File: config.mk
export PLATFORM = sky130hd
export DESIGN_NAME = xmodem_block_receiver_core_flat
export DESIGN_NICKNAME = d
export VERILOG_FILES = /design/src/rtl/xbr_pkg.sv /design/src/rtl/xbr_in_if.sv /design/src/rtl/xbr_out_if.sv /design/src/rtl/xbr_cfg_if.sv /design/src/rtl/xmodem_block_receiver_core.sv /design/src/flat_wrapper.sv
export VERILOG_INCLUDE_DIRS = /design/src /design/src/rtl
export SDC_FILE = /design/constraint.sdc
export NUM_CORES = 1
export LEC_CHECK = 0
export BUFFER_PORTS_ARGS = -buffer_cell sky130_fd_sc_hd__buf_2
export CORE_UTILIZATION = 61
export CTS_CLUSTER_DIAMETER = 30
export DETAILED_ROUTE_END_ITERATION = 8
export GPL_TIMING_DRIVEN = 0
export PLACE_DENSITY = 0.78
export SLEW_MARGIN = 5
export SYNTH_ARGS = -nofsm -noshare
export SYNTH_HDL_FRONTEND = slang
export SYNTH_SLANG_ARGS = --single-unit
export TNS_END_PERCENT = 1
File: constraint.sdc
create_clock -name clk -period 4.3 [get_ports clk]
set_input_delay 0.215 -clock clk [delete_from_list [all_inputs] [get_ports clk]]
set_output_delay 0.215 -clock clk [all_outputs]
set_load 0.005 [all_outputs]
File: src/rtl/xmodem_block_receiver_core_defines.svh
// Assertion helpers shared by the receiver RTL.
// Both expect signals named clk and rst in the scope where they are used.
`ifndef XMODEM_BLOCK_RECEIVER_CORE_DEFINES_SVH
`define XMODEM_BLOCK_RECEIVER_CORE_DEFINES_SVH

// The consequent must hold in the same cycle as the antecedent.
`define XBR_ASSERT_SAME(label, ante, cons) \
  label: assert property (@(posedge clk) disable iff (rst) (ante) |-> (cons)) \
    else $error("xbr assertion failed");

// The consequent must hold in the cycle after the antecedent.
`define XBR_ASSERT_NEXT(label, ante, cons) \
  label: assert property (@(posedge clk) disable iff (rst) (ante) |=> (cons)) \
    else $error("xbr assertion failed");

`endif

File: src/rtl/xbr_pkg.sv
`timescale 1ns / 1ps

package xbr_pkg;

  localparam int BLOCK_BYTES = 128;
  localparam int IDX_W       = $clog2(BLOCK_BYTES + 1);

  localparam logic [7:0]  X_SOH    = 8'd1;
  localparam logic [7:0]  X_EOT    = 8'd4;
  localparam logic [7:0]  X_ACK    = 8'd6;
  localparam logic [7:0]  X_NACK   = 8'd21;
  localparam logic [7:0]  X_CAN    = 8'd24;
  localparam logic [7:0]  INVITE_C = 8'h43;
  localparam logic [7:0]  TMO_BYTE = 8'hFF;
  localparam logic [15:0] CRC_POLY = 16'h1021;

  localparam logic [3:0] RETRY_LIMIT_RESET     = 4'd10;
  localparam logic [5:0] HANDSHAKE_TRIES_RESET = 6'd16;
  localparam logic [3:0] RETRY_MAX             = 4'd15;

  localparam logic [1:0] CFG_RETRY_LIMIT     = 2'd0;
  localparam logic [1:0] CFG_HANDSHAKE_TRIES = 2'd1;

  typedef enum logic [1:0] {
    CMD_BYTE    = 2'd0,
    CMD_TIMEOUT = 2'd1,
    CMD_START   = 2'd2,
    CMD_IGNORE  = 2'd3
  } cmd_t;

  typedef enum logic [1:0] {
    EV_NONE   = 2'd0,
    EV_KEEP   = 2'd1,
    EV_DUP    = 2'd2,
    EV_REJECT = 2'd3
  } event_t;

  typedef enum logic [2:0] {
    ST_BUSY       = 3'd0,
    ST_SUCCESS    = 3'd1,
    ST_MAX_RETRY  = 3'd2,
    ST_CANCELLED  = 3'd3,
    ST_UNKNOWN    = 3'd4,
    ST_NO_SENDER  = 3'd5
  } status_t;

  function automatic logic [15:0] crc16_byte(input logic [15:0] c, input logic [7:0] b);
    logic [15:0] x;
    x = c ^ {b, 8'h00};
    for (int i = 0; i < 8; i++) begin
      x = x[15] ? ({x[14:0], 1'b0} ^ CRC_POLY) : {x[14:0], 1'b0};
    end
    return x;
  endfunction

endpackage

File: src/rtl/xbr_in_if.sv
`timescale 1ns / 1ps

interface xbr_in_if;
  import xbr_pkg::*;

  logic       valid;
  logic       ready;
  cmd_t       command;
  logic [7:0] rx_byte;

  modport source (output valid, output command, output rx_byte, input ready);
  modport sink (input valid, input command, input rx_byte, output ready);
endinterface

File: src/rtl/xbr_out_if.sv
`timescale 1ns / 1ps

interface xbr_out_if;
  import xbr_pkg::*;

  logic       valid;
  logic       ready;
  logic       tx_valid;
  logic [7:0] tx_byte;
  logic       data_valid;
  logic [7:0] data_byte;
  event_t     block_event;
  logic       done_res;
  status_t    status;
  logic       last;

  modport source (
    output valid, output tx_valid, output tx_byte, output data_valid,
    output data_byte, output block_event, output done_res, output status,
    output last, input ready
  );
  modport sink (
    input valid, input tx_valid, input tx_byte, input data_valid,
    input data_byte, input block_event, input done_res, input status,
    input last, output ready
  );
endinterface

File: src/rtl/xbr_cfg_if.sv
`timescale 1ns / 1ps

interface xbr_cfg_if;
  logic       valid;
  logic       ready;
  logic [1:0] index;
  logic [7:0] data;

  modport source (output valid, output index, output data, input ready);
  modport sink (input valid, input index, input data, output ready);
endinterface

File: src/rtl/xmodem_block_receiver_core.sv
// XMODEM block receiver with CRC-16 and 8-bit checksum fallback.
// rx_in carries one event word per cycle: a received byte, a receive timeout
// or a start request. res_out carries result words: a byte to send back to
// the sender, a payload byte, a block verdict, and the transfer status with
// a last flag on the final word caused by one event. cfg writes the retry
// limit (index 0) and the handshake tries (index 1); it is always ready.
// An accepted event is held in an input register and processed in a single
// pass as it leaves that register, when its results load the output
// register, from which the first result word is offered.
// Most events cause zero or one word, so one event is taken every cycle
// unless res_out stalls. A cancel sequence causes three words and holds the
// output register until all are taken; events that cause no word still pass
// meanwhile, and the next event causing a word waits in the input register.
// When res_out stalls, the output register holds its word and an event that
// causes a word waits in the input register, so rx_in.ready drops until the
// output can take new results.
// Synchronous reset returns the receiver to idle with CRC mode, block one,
// cleared retries and the reset register values; no words are pending.
`timescale 1ns / 1ps
`include "xmodem_block_receiver_core_defines.svh"

module xmodem_block_receiver_core (
  input logic     clk,
  input logic     rst,
  xbr_in_if.sink  rx_in,
  xbr_out_if.source res_out,
  xbr_cfg_if.sink cfg
);
  import xbr_pkg::*;

  typedef enum logic [9:0] {
    PH_IDLE   = 10'b0000000001,
    PH_INVITE = 10'b0000000010,
    PH_CMD    = 10'b0000000100,
    PH_NUM    = 10'b0000001000,
    PH_INV    = 10'b0000010000,
    PH_DATA   = 10'b0000100000,
    PH_CHK1   = 10'b0001000000,
    PH_CHK2   = 10'b0010000000,
    PH_CAN2   = 10'b0100000000,
    PH_DONE   = 10'b1000000000
  } phase_t;

  logic [3:0] retry_limit;
  logic [5:0] handshake_tries;

  logic       in_full;
  cmd_t       in_cmd;
  logic [7:0] in_byte;
  logic       move;

  phase_t           phase, phase_next;
  logic             crc_mode, crc_mode_next;
  logic [5:0]       invite_count, invite_count_next;
  logic [7:0]       expected_block, expected_block_next;
  logic [3:0]       retry_count, retry_count_next;
  logic [7:0]       header_number, header_number_next;
  logic [IDX_W-1:0] byte_index, byte_index_next;
  logic [15:0]      running_crc, running_crc_next;
  logic [7:0]       running_sum, running_sum_next;
  logic [7:0]       crc_high_byte, crc_high_byte_next;
  logic             duplicate_flag, duplicate_flag_next;
  status_t          status, status_next;

  logic [1:0] r_cnt;
  logic       r_txv;
  logic [7:0] r_txb;
  logic       r_dv;
  logic [7:0] r_db;
  event_t     r_ev;

  logic             tmo;
  logic [7:0]       v;
  logic [3:0]       retry_bump;
  logic             retry_hit;
  logic [5:0]       hs_lim;
  logic [IDX_W-1:0] idx_inc;
  logic             comp;
  logic             check_ok;
  logic             do_hdr;
  logic             do_unexp;
  logic             do_nak;

  logic [1:0] o_cnt;
  logic       o_txv;
  logic [7:0] o_txb;
  logic       o_dv;
  logic [7:0] o_db;
  event_t     o_ev;
  logic       o_done;
  status_t    o_status;
  logic       out_free;

  assign cfg.ready = 1'b1;

  always_ff @(posedge clk) begin
    if (rst) begin
      retry_limit     <= RETRY_LIMIT_RESET;
      handshake_tries <= HANDSHAKE_TRIES_RESET;
    end else if (cfg.valid) begin
      case (cfg.index)
        CFG_RETRY_LIMIT:     retry_limit <= cfg.data[3:0];
        CFG_HANDSHAKE_TRIES: handshake_tries <= cfg.data[5:0];
        default: ;
      endcase
    end
  end

  assign out_free    = (o_cnt == 2'd0) || (o_cnt == 2'd1 && res_out.ready);
  assign move        = in_full && (r_cnt == 2'd0 || out_free);
  assign rx_in.ready = !in_full || move;

  always_ff @(posedge clk) begin
    if (rst) begin
      in_full <= 1'b0;
    end else if (rx_in.ready) begin
      in_full <= rx_in.valid;
    end
  end

  always_ff @(posedge clk) begin
    if (rx_in.valid && rx_in.ready) begin
      in_cmd  <= rx_in.command;
      in_byte <= rx_in.rx_byte;
    end
  end

  always_comb begin
    phase_next          = phase;
    crc_mode_next       = crc_mode;
    invite_count_next   = invite_count;
    expected_block_next = expected_block;
    retry_count_next    = retry_count;
    header_number_next  = header_number;
    byte_index_next     = byte_index;
    running_crc_next    = running_crc;
    running_sum_next    = running_sum;
    crc_high_byte_next  = crc_high_byte;
    duplicate_flag_next = duplicate_flag;
    status_next         = status;
    r_cnt    = 2'd0;
    r_txv    = 1'b0;
    r_txb    = 8'd0;
    r_dv     = 1'b0;
    r_db     = 8'd0;
    r_ev     = EV_NONE;
    do_hdr   = 1'b0;
    do_unexp = 1'b0;
    do_nak   = 1'b0;

    tmo        = (in_cmd == CMD_TIMEOUT);
    v          = tmo ? TMO_BYTE : in_byte;
    retry_bump = (retry_count == RETRY_MAX) ? retry_count : retry_count + 4'd1;
    retry_hit  = (retry_bump >= retry_limit);
    hs_lim     = (handshake_tries == 6'd0) ? 6'd1 : handshake_tries;
    idx_inc    = byte_index + IDX_W'(1);
    comp       = (v == ~header_number);
    check_ok   = crc_mode ? ({crc_high_byte, v} == running_crc) : (v == running_sum);

    case (in_cmd)
      CMD_START: begin
        phase_next          = PH_INVITE;
        crc_mode_next       = 1'b1;
        invite_count_next   = 6'd1;
        expected_block_next = 8'd1;
        retry_count_next    = 4'd0;
        duplicate_flag_next = 1'b0;
        byte_index_next     = '0;
        status_next         = ST_BUSY;
        r_cnt = 2'd1;
        r_txv = 1'b1;
        r_txb = INVITE_C;
      end
      CMD_BYTE, CMD_TIMEOUT: begin
        case (phase)
          PH_INVITE: begin
            if (!tmo) begin
              do_hdr = 1'b1;
            end else if (invite_count < hs_lim) begin
              invite_count_next = invite_count + 6'd1;
              r_cnt = 2'd1;
              r_txv = 1'b1;
              r_txb = crc_mode ? INVITE_C : X_NACK;
            end else if (crc_mode) begin
              crc_mode_next     = 1'b0;
              invite_count_next = 6'd1;
              r_cnt = 2'd1;
              r_txv = 1'b1;
              r_txb = X_NACK;
            end else begin
              phase_next  = PH_DONE;
              status_next = ST_NO_SENDER;
            end
          end
          PH_CMD: begin
            if (tmo) begin
              do_unexp = 1'b1;
            end else begin
              do_hdr = 1'b1;
            end
          end
          PH_NUM: begin
            header_number_next = v;
            phase_next         = PH_INV;
          end
          PH_INV: begin
            duplicate_flag_next = 1'b0;
            if (comp && header_number == expected_block - 8'd1) begin
              duplicate_flag_next = 1'b1;
              phase_next          = PH_DATA;
            end else if (comp && header_number == expected_block) begin
              phase_next = PH_DATA;
            end else begin
              do_nak = 1'b1;
            end
          end
          PH_DATA: begin
            if (tmo) begin
              do_nak = 1'b1;
            end else begin
              r_cnt = 2'd1;
              r_dv  = 1'b1;
              r_db  = in_byte;
              running_crc_next = crc16_byte(running_crc, in_byte);
              running_sum_next = running_sum + in_byte;
              byte_index_next  = idx_inc;
              if (idx_inc >= IDX_W'(BLOCK_BYTES)) begin
                phase_next = crc_mode ? PH_CHK1 : PH_CHK2;
              end
            end
          end
          PH_CHK1: begin
            crc_high_byte_next = v;
            phase_next         = PH_CHK2;
          end
          PH_CHK2: begin
            if (!check_ok) begin
              do_nak = 1'b1;
            end else begin
              r_cnt = 2'd1;
              r_txv = 1'b1;
              r_txb = X_ACK;
              r_ev  = duplicate_flag ? EV_DUP : EV_KEEP;
              if (!duplicate_flag) begin
                expected_block_next = expected_block + 8'd1;
              end
              phase_next = PH_CMD;
            end
          end
          PH_CAN2: begin
            r_txv = 1'b1;
            r_txb = X_CAN;
            phase_next = PH_DONE;
            if (!tmo && in_byte == X_CAN) begin
              r_cnt       = 2'd1;
              r_txb       = X_ACK;
              status_next = ST_CANCELLED;
            end else begin
              r_cnt       = 2'd3;
              status_next = ST_UNKNOWN;
            end
          end
          default: ;
        endcase
      end
      default: ;
    endcase

    if (do_hdr) begin
      if (in_byte == X_SOH) begin
        phase_next       = PH_NUM;
        byte_index_next  = '0;
        running_crc_next = 16'd0;
        running_sum_next = 8'd0;
      end else if (in_byte == X_EOT) begin
        r_cnt       = 2'd1;
        r_txv       = 1'b1;
        r_txb       = X_ACK;
        phase_next  = PH_DONE;
        status_next = ST_SUCCESS;
      end else if (in_byte == X_CAN) begin
        phase_next = PH_CAN2;
      end else begin
        phase_next = PH_CMD;
        do_unexp   = 1'b1;
      end
    end

    if (do_unexp) begin
      retry_count_next = retry_bump;
      if (retry_hit) begin
        r_cnt       = 2'd3;
        r_txv       = 1'b1;
        r_txb       = X_CAN;
        phase_next  = PH_DONE;
        status_next = ST_MAX_RETRY;
      end
    end

    if (do_nak) begin
      r_cnt            = 2'd1;
      r_txv            = 1'b1;
      r_txb            = X_NACK;
      r_ev             = EV_REJECT;
      retry_count_next = retry_bump;
      if (retry_hit) begin
        phase_next  = PH_DONE;
        status_next = ST_MAX_RETRY;
      end else begin
        phase_next = PH_CMD;
      end
    end
  end

  always_ff @(posedge clk) begin
    if (rst) begin
      phase          <= PH_IDLE;
      crc_mode       <= 1'b1;
      invite_count   <= 6'd0;
      expected_block <= 8'd1;
      retry_count    <= 4'd0;
      header_number  <= 8'd0;
      byte_index     <= '0;
      running_crc    <= 16'd0;
      running_sum    <= 8'd0;
      crc_high_byte  <= 8'd0;
      duplicate_flag <= 1'b0;
      status         <= ST_BUSY;
    end else if (move) begin
      phase          <= phase_next;
      crc_mode       <= crc_mode_next;
      invite_count   <= invite_count_next;
      expected_block <= expected_block_next;
      retry_count    <= retry_count_next;
      header_number  <= header_number_next;
      byte_index     <= byte_index_next;
      running_crc    <= running_crc_next;
      running_sum    <= running_sum_next;
      crc_high_byte  <= crc_high_byte_next;
      duplicate_flag <= duplicate_flag_next;
      status         <= status_next;
    end
  end

  always_ff @(posedge clk) begin
    if (rst) begin
      o_cnt <= 2'd0;
    end else if (move && r_cnt != 2'd0) begin
      o_cnt <= r_cnt;
    end else if (res_out.valid && res_out.ready) begin
      o_cnt <= o_cnt - 2'd1;
    end
  end

  always_ff @(posedge clk) begin
    if (move && r_cnt != 2'd0) begin
      o_txv    <= r_txv;
      o_txb    <= r_txb;
      o_dv     <= r_dv;
      o_db     <= r_db;
      o_ev     <= r_ev;
      o_done   <= (phase_next == PH_DONE);
      o_status <= status_next;
    end
  end

  assign res_out.valid       = (o_cnt != 2'd0);
  assign res_out.tx_valid    = o_txv;
  assign res_out.tx_byte     = o_txb;
  assign res_out.data_valid  = o_dv;
  assign res_out.data_byte   = o_db;
  assign res_out.block_event = o_ev;
  assign res_out.done_res    = o_done;
  assign res_out.status      = o_status;
  assign res_out.last        = (o_cnt == 2'd1);

  `XBR_ASSERT_SAME(a_done_has_status, phase == PH_DONE, status != ST_BUSY)
  `XBR_ASSERT_SAME(a_invite_counted, phase == PH_INVITE, invite_count != 6'd0)
  `XBR_ASSERT_SAME(a_index_in_block, phase == PH_DATA, byte_index < IDX_W'(BLOCK_BYTES))
  `XBR_ASSERT_NEXT(a_last_word_drains,
                   res_out.valid && res_out.ready && o_cnt == 2'd1 && !move,
                   !res_out.valid)

endmodule

File: src/flat_wrapper.sv
// flat-port wrapper written by rule: the top's interface ports become plain ports
module xmodem_block_receiver_core_flat import xbr_pkg::*;
  (clk, rst, rx_in_valid, rx_in_command, rx_in_rx_byte, rx_in_ready, res_out_valid, res_out_tx_valid, res_out_tx_byte, res_out_data_valid, res_out_data_byte, res_out_block_event, res_out_done_res, res_out_status, res_out_last, res_out_ready, cfg_valid, cfg_index, cfg_data, cfg_ready);
  xbr_in_if rx_in_i ();
  xbr_out_if res_out_i ();
  xbr_cfg_if cfg_i ();
  input logic clk;
  input logic rst;
  input wire logic [$bits(rx_in_i.valid)-1:0] rx_in_valid;
  input wire logic [$bits(rx_in_i.command)-1:0] rx_in_command;
  input wire logic [$bits(rx_in_i.rx_byte)-1:0] rx_in_rx_byte;
  output wire logic [$bits(rx_in_i.ready)-1:0] rx_in_ready;
  output wire logic [$bits(res_out_i.valid)-1:0] res_out_valid;
  output wire logic [$bits(res_out_i.tx_valid)-1:0] res_out_tx_valid;
  output wire logic [$bits(res_out_i.tx_byte)-1:0] res_out_tx_byte;
  output wire logic [$bits(res_out_i.data_valid)-1:0] res_out_data_valid;
  output wire logic [$bits(res_out_i.data_byte)-1:0] res_out_data_byte;
  output wire logic [$bits(res_out_i.block_event)-1:0] res_out_block_event;
  output wire logic [$bits(res_out_i.done_res)-1:0] res_out_done_res;
  output wire logic [$bits(res_out_i.status)-1:0] res_out_status;
  output wire logic [$bits(res_out_i.last)-1:0] res_out_last;
  input wire logic [$bits(res_out_i.ready)-1:0] res_out_ready;
  input wire logic [$bits(cfg_i.valid)-1:0] cfg_valid;
  input wire logic [$bits(cfg_i.index)-1:0] cfg_index;
  input wire logic [$bits(cfg_i.data)-1:0] cfg_data;
  output wire logic [$bits(cfg_i.ready)-1:0] cfg_ready;
  assign rx_in_i.valid = rx_in_valid;
  assign rx_in_i.command = rx_in_command;
  assign rx_in_i.rx_byte = rx_in_rx_byte;
  assign rx_in_ready = rx_in_i.ready;
  assign res_out_valid = res_out_i.valid;
  assign res_out_tx_valid = res_out_i.tx_valid;
  assign res_out_tx_byte = res_out_i.tx_byte;
  assign res_out_data_valid = res_out_i.data_valid;
  assign res_out_data_byte = res_out_i.data_byte;
  assign res_out_block_event = res_out_i.block_event;
  assign res_out_done_res = res_out_i.done_res;
  assign res_out_status = res_out_i.status;
  assign res_out_last = res_out_i.last;
  assign res_out_i.ready = res_out_ready;
  assign cfg_i.valid = cfg_valid;
  assign cfg_i.index = cfg_index;
  assign cfg_i.data = cfg_data;
  assign cfg_ready = cfg_i.ready;
  xmodem_block_receiver_core u_core (.clk(clk), .rst(rst), .rx_in(rx_in_i), .res_out(res_out_i), .cfg(cfg_i));
endmodule
==> results.txt <==
Outcome: finished with violations
Failing checks: setup timing
Crit end category: flip-flop
WL final: 25360 µm
Largest net degree at the start of global routing: 17
Die Span Y: 115.6 µm
Clock-pin slew on the worst setup and hold paths: 0.06 ns
Hold violation count in the final report: 0
Area Overhead vs Synth: 15.83%
Max-slew violation count: 0
Yosys warns: 0
CP startpoint kind: flip-flop
Fmax: 0.2313 GHz
RSZ-0062 raised after global routing: true
Clk_lat worst skew: 0.43 ns
Hold Crit Depth: 3
Post-synth ARST share: 0
Synth Area per Inst: 8.194 µm²
FF-to-FF path depth: 16
Post-layout nets: 1091
CORE AREA: 12620 µm²
Most frequent cells in the layout: nor2_1, dfxtp_1, a21oi_1
Worst r2r dst: u_core.status[1]
Placed wire-length estimate: 18330 µm
Cell Area, Synth: 7866 µm²
Most common library cell in the layout ignoring fill and taps: nor2_1
Routed Antenna Nets: 0
Inserted Diodes: 0
Top_reg_cell synth: dfxtp_1
Top-Level Pins: 53
Crit path max fanout: 10
Synth top area share: 0.2392
TritonCTS clock tree: yes
Cell taking the most area after synthesis: dfxtp_1
CTS buffer count: 17
Crit path kind: flip-flop to flip-flop
Library cells used by synthesis: 79
Final min period: 4.323 ns
FF-to-FF setup slack: -0.02 ns
Fin crit share: 1.005
Row count: 41
Clk sinks: 126
Min-delay src: cfg_data[5]
Worst-Margin Slew: 1.068 ns
Clock skew: 0.007002 ns
Share of cells above drive strength 1: 0.1282
Final setup fails: 2
Min-Delay Endpoint: u_core.handshake_tries[5]
Gr usage total: 0.3925
1st-pass router iterations: 6
Max_slew headroom: 0.2811
Iter 0 DRT Violations: 917
Worst slack, placed: -0.6550 ns
PD cells: 341.6 nW/µm²
Gate Count Post-Synth: 960
Cell count after placement: 1180
Number of synthesized flops with an enable pin: 32
Arr. time, crit path: 4.65 ns
First-pass GRT wire length: 38780 µm
Initial antenna violation count: 0
Number of remaining DRC errors: 0
GP Congestion: 1.004
Register area share after synthesis: 0.3614
Worst R2R Start: u_core.handshake_tries[5]
Leak: 3.645 nW
Initial Util: 0.6233
Max Cap Viol: 0
WL/cell: 20.70 µm
Post-route worst setup slack: -0.02333 ns
Worst min path class: primary input to flip-flop
Flops & latches, synth: 126
Synth area leaders: dfxtp_1, edfxtp_1, a21oi_1
Root Driver: clkbuf_16
Clock buffer depth: 2
Critical path required time: 4.63 ns
IO Port Bufs: 47
Vias: 8015
H-tree depth: 4
Finished Layout Cells: 1225
GRT overflow: 0
Vias per std cell: 6.543
Maximum VDD drop: 0.2562 mV
Vias in the first global route: 7072
Die area: 13350 µm²
Die Wd: 115.6 µm
## timing repair
| item | in CTS | in global routing |
|---|---|---|
| endpoints found under the hold margin | 10 | 0 |
| setup buffers | 0 | 2 |
| setup endpoints to repair | 105 | 92 |
| pin swaps | 0 | 0 |
| resized for setup | 9 | 12 |
| gates cloned | 1 | 0 |
| hold buffers | 10 | 0 |
## stage by stage
stage | hold slack (ns) | setup TNS, ns | area (µm²) | utilization | total power [W]
after floorplan | 0.3139 | 0 | 7870 | - | 0.001490
after global placement | 0.3914 | -35.39 | 8320 | 0.6593 | 0.001595
after detailed placement | 0.3938 | -29.01 | 8320 | 0.6593 | 0.001598
after CTS | 0.01954 | 0 | 9061 | 0.7180 | 0.003086
after global routing | 0.04108 | -1.193 | 9111 | 0.7220 | 0.003180
final | 0.02022 | -0.02596 | 9111 | 0.7220 | 0.003113
## registers in the layout (all words and copies together) (netlist names), 2 cells and up
register,cells
u_core.invite_count,6
u_core.retry_limit,4
u_core.res_out.status,3
u_core.crc_high_byte,8
u_core.handshake_tries,6
u_core.running_crc,16
u_core.in_byte,8
u_core.res_out.block_event,2
u_core.phase,10
u_core.running_sum,8
u_core.status,3
u_core.header_number,8
u_core.in_cmd,2
u_core.byte_index,8
u_core.res_out.tx_byte,6
u_core.o_cnt,2
u_core.retry_count,4
u_core.res_out.data_byte,8
u_core.expected_block,8
## report_power, final
group | switching [W] | total [W] | internal, W
Clock | 0.000550 | 0.00151 | 0.000961
Sequential | 0.0000144 | 0.00125 | 0.00123
Combinational | 0.000240 | 0.000354 | 0.000114
Total | 0.000804 | 0.00311 | 0.00231
## cells in the mapped netlist (8+ instances only)
library cell,count
nand2b_1,10
inv_1,39
xor2_1,32
nand4_1,17
a211oi_1,15
nor4_1,13
a22o_1,9
a21o_1,16
o31ai_1,15
buf_2,15
or3_1,14
or4_1,11
a31oi_1,16
edfxtp_1,32
nor2b_1,8
nor2_1,113
o21ai_0,51
o22ai_1,8
dfxtp_1,94
clkbuf_1,35
xnor2_1,30
a21oi_1,90
nand2_1,82
nor3_1,24
nand3_1,19
ha_1,25
## worst max-delay path, stage by stage (launching register included)
cell and delay, ns:
dfxtp_1 0.37, inv_1 0.06, ha_1 0.31, nand4_1 0.10
nor2_1 0.11, a21oi_1 0.20, inv_1 0.17, ha_1 0.18
nor4_1 0.07, or4b_1 0.51, a221oi_1 0.31, nor2_1 0.16
or3b_4 0.41, o21ai_2 0.51, clkbuf_2 0.42, nor2_1 0.07
a311oi_1 0.26
## worst max path at each step
stage                                    from                       end  slack [ns]  cells after the start
finish              u_core.handshake_tries[5]          u_core.status[1]       -0.02                     16
global route        u_core.handshake_tries[5]  u_core.expected_block[1]       -0.13                     17
CTS                     u_core.retry_count[0]      u_core.byte_index[3]        0.04                     14
detailed placement           u_core.in_cmd[0]         u_core.in_byte[6]       -0.65                     11
global placement             u_core.in_cmd[0]         u_core.in_byte[6]       -0.73                     11
floorplan            u_core.expected_block[0]         u_core.in_byte[0]        0.75                     12
## cell type report
cell class | count | area (µm²)
plain buffers | 60 | 296.5
clock buffers | 19 | 432.9
flip-flops and latches | 126 | 2843
multi-input cells | 735 | 4641
inverters | 40 | 153.9
well taps | 172 | 215.2
fillers | 1062 | 3508
clock inverters | 13 | 171.4
repair buffers | 59 | 350.3
repair inverters | 1 | 7.507
## per-layer routing
layer	part of all wire	track usage	vias up
met1	0.42	0.5351	3780
met3	0.11	0.09153	89
li1	-	-	3670
met2	0.44	0.5920	476
met5	0	0	-
met4	0.041	0.1758	0
## logic make-up (layout without fill, tap and decap cells)
group,Yosys count,after routing,share of synthesized area
xor+xnor,62,62,0.06903
fa+ha+maj,26,26,0.04231
mux,6,6,0.007635
other cells,2,3,0.0009547
simple gates,366,366,0.2403
flops,126,126,0.3614
buf+inv,100,192,0.05583
compound gates,272,272,0.2225
(Power assumes the default switching activity.)
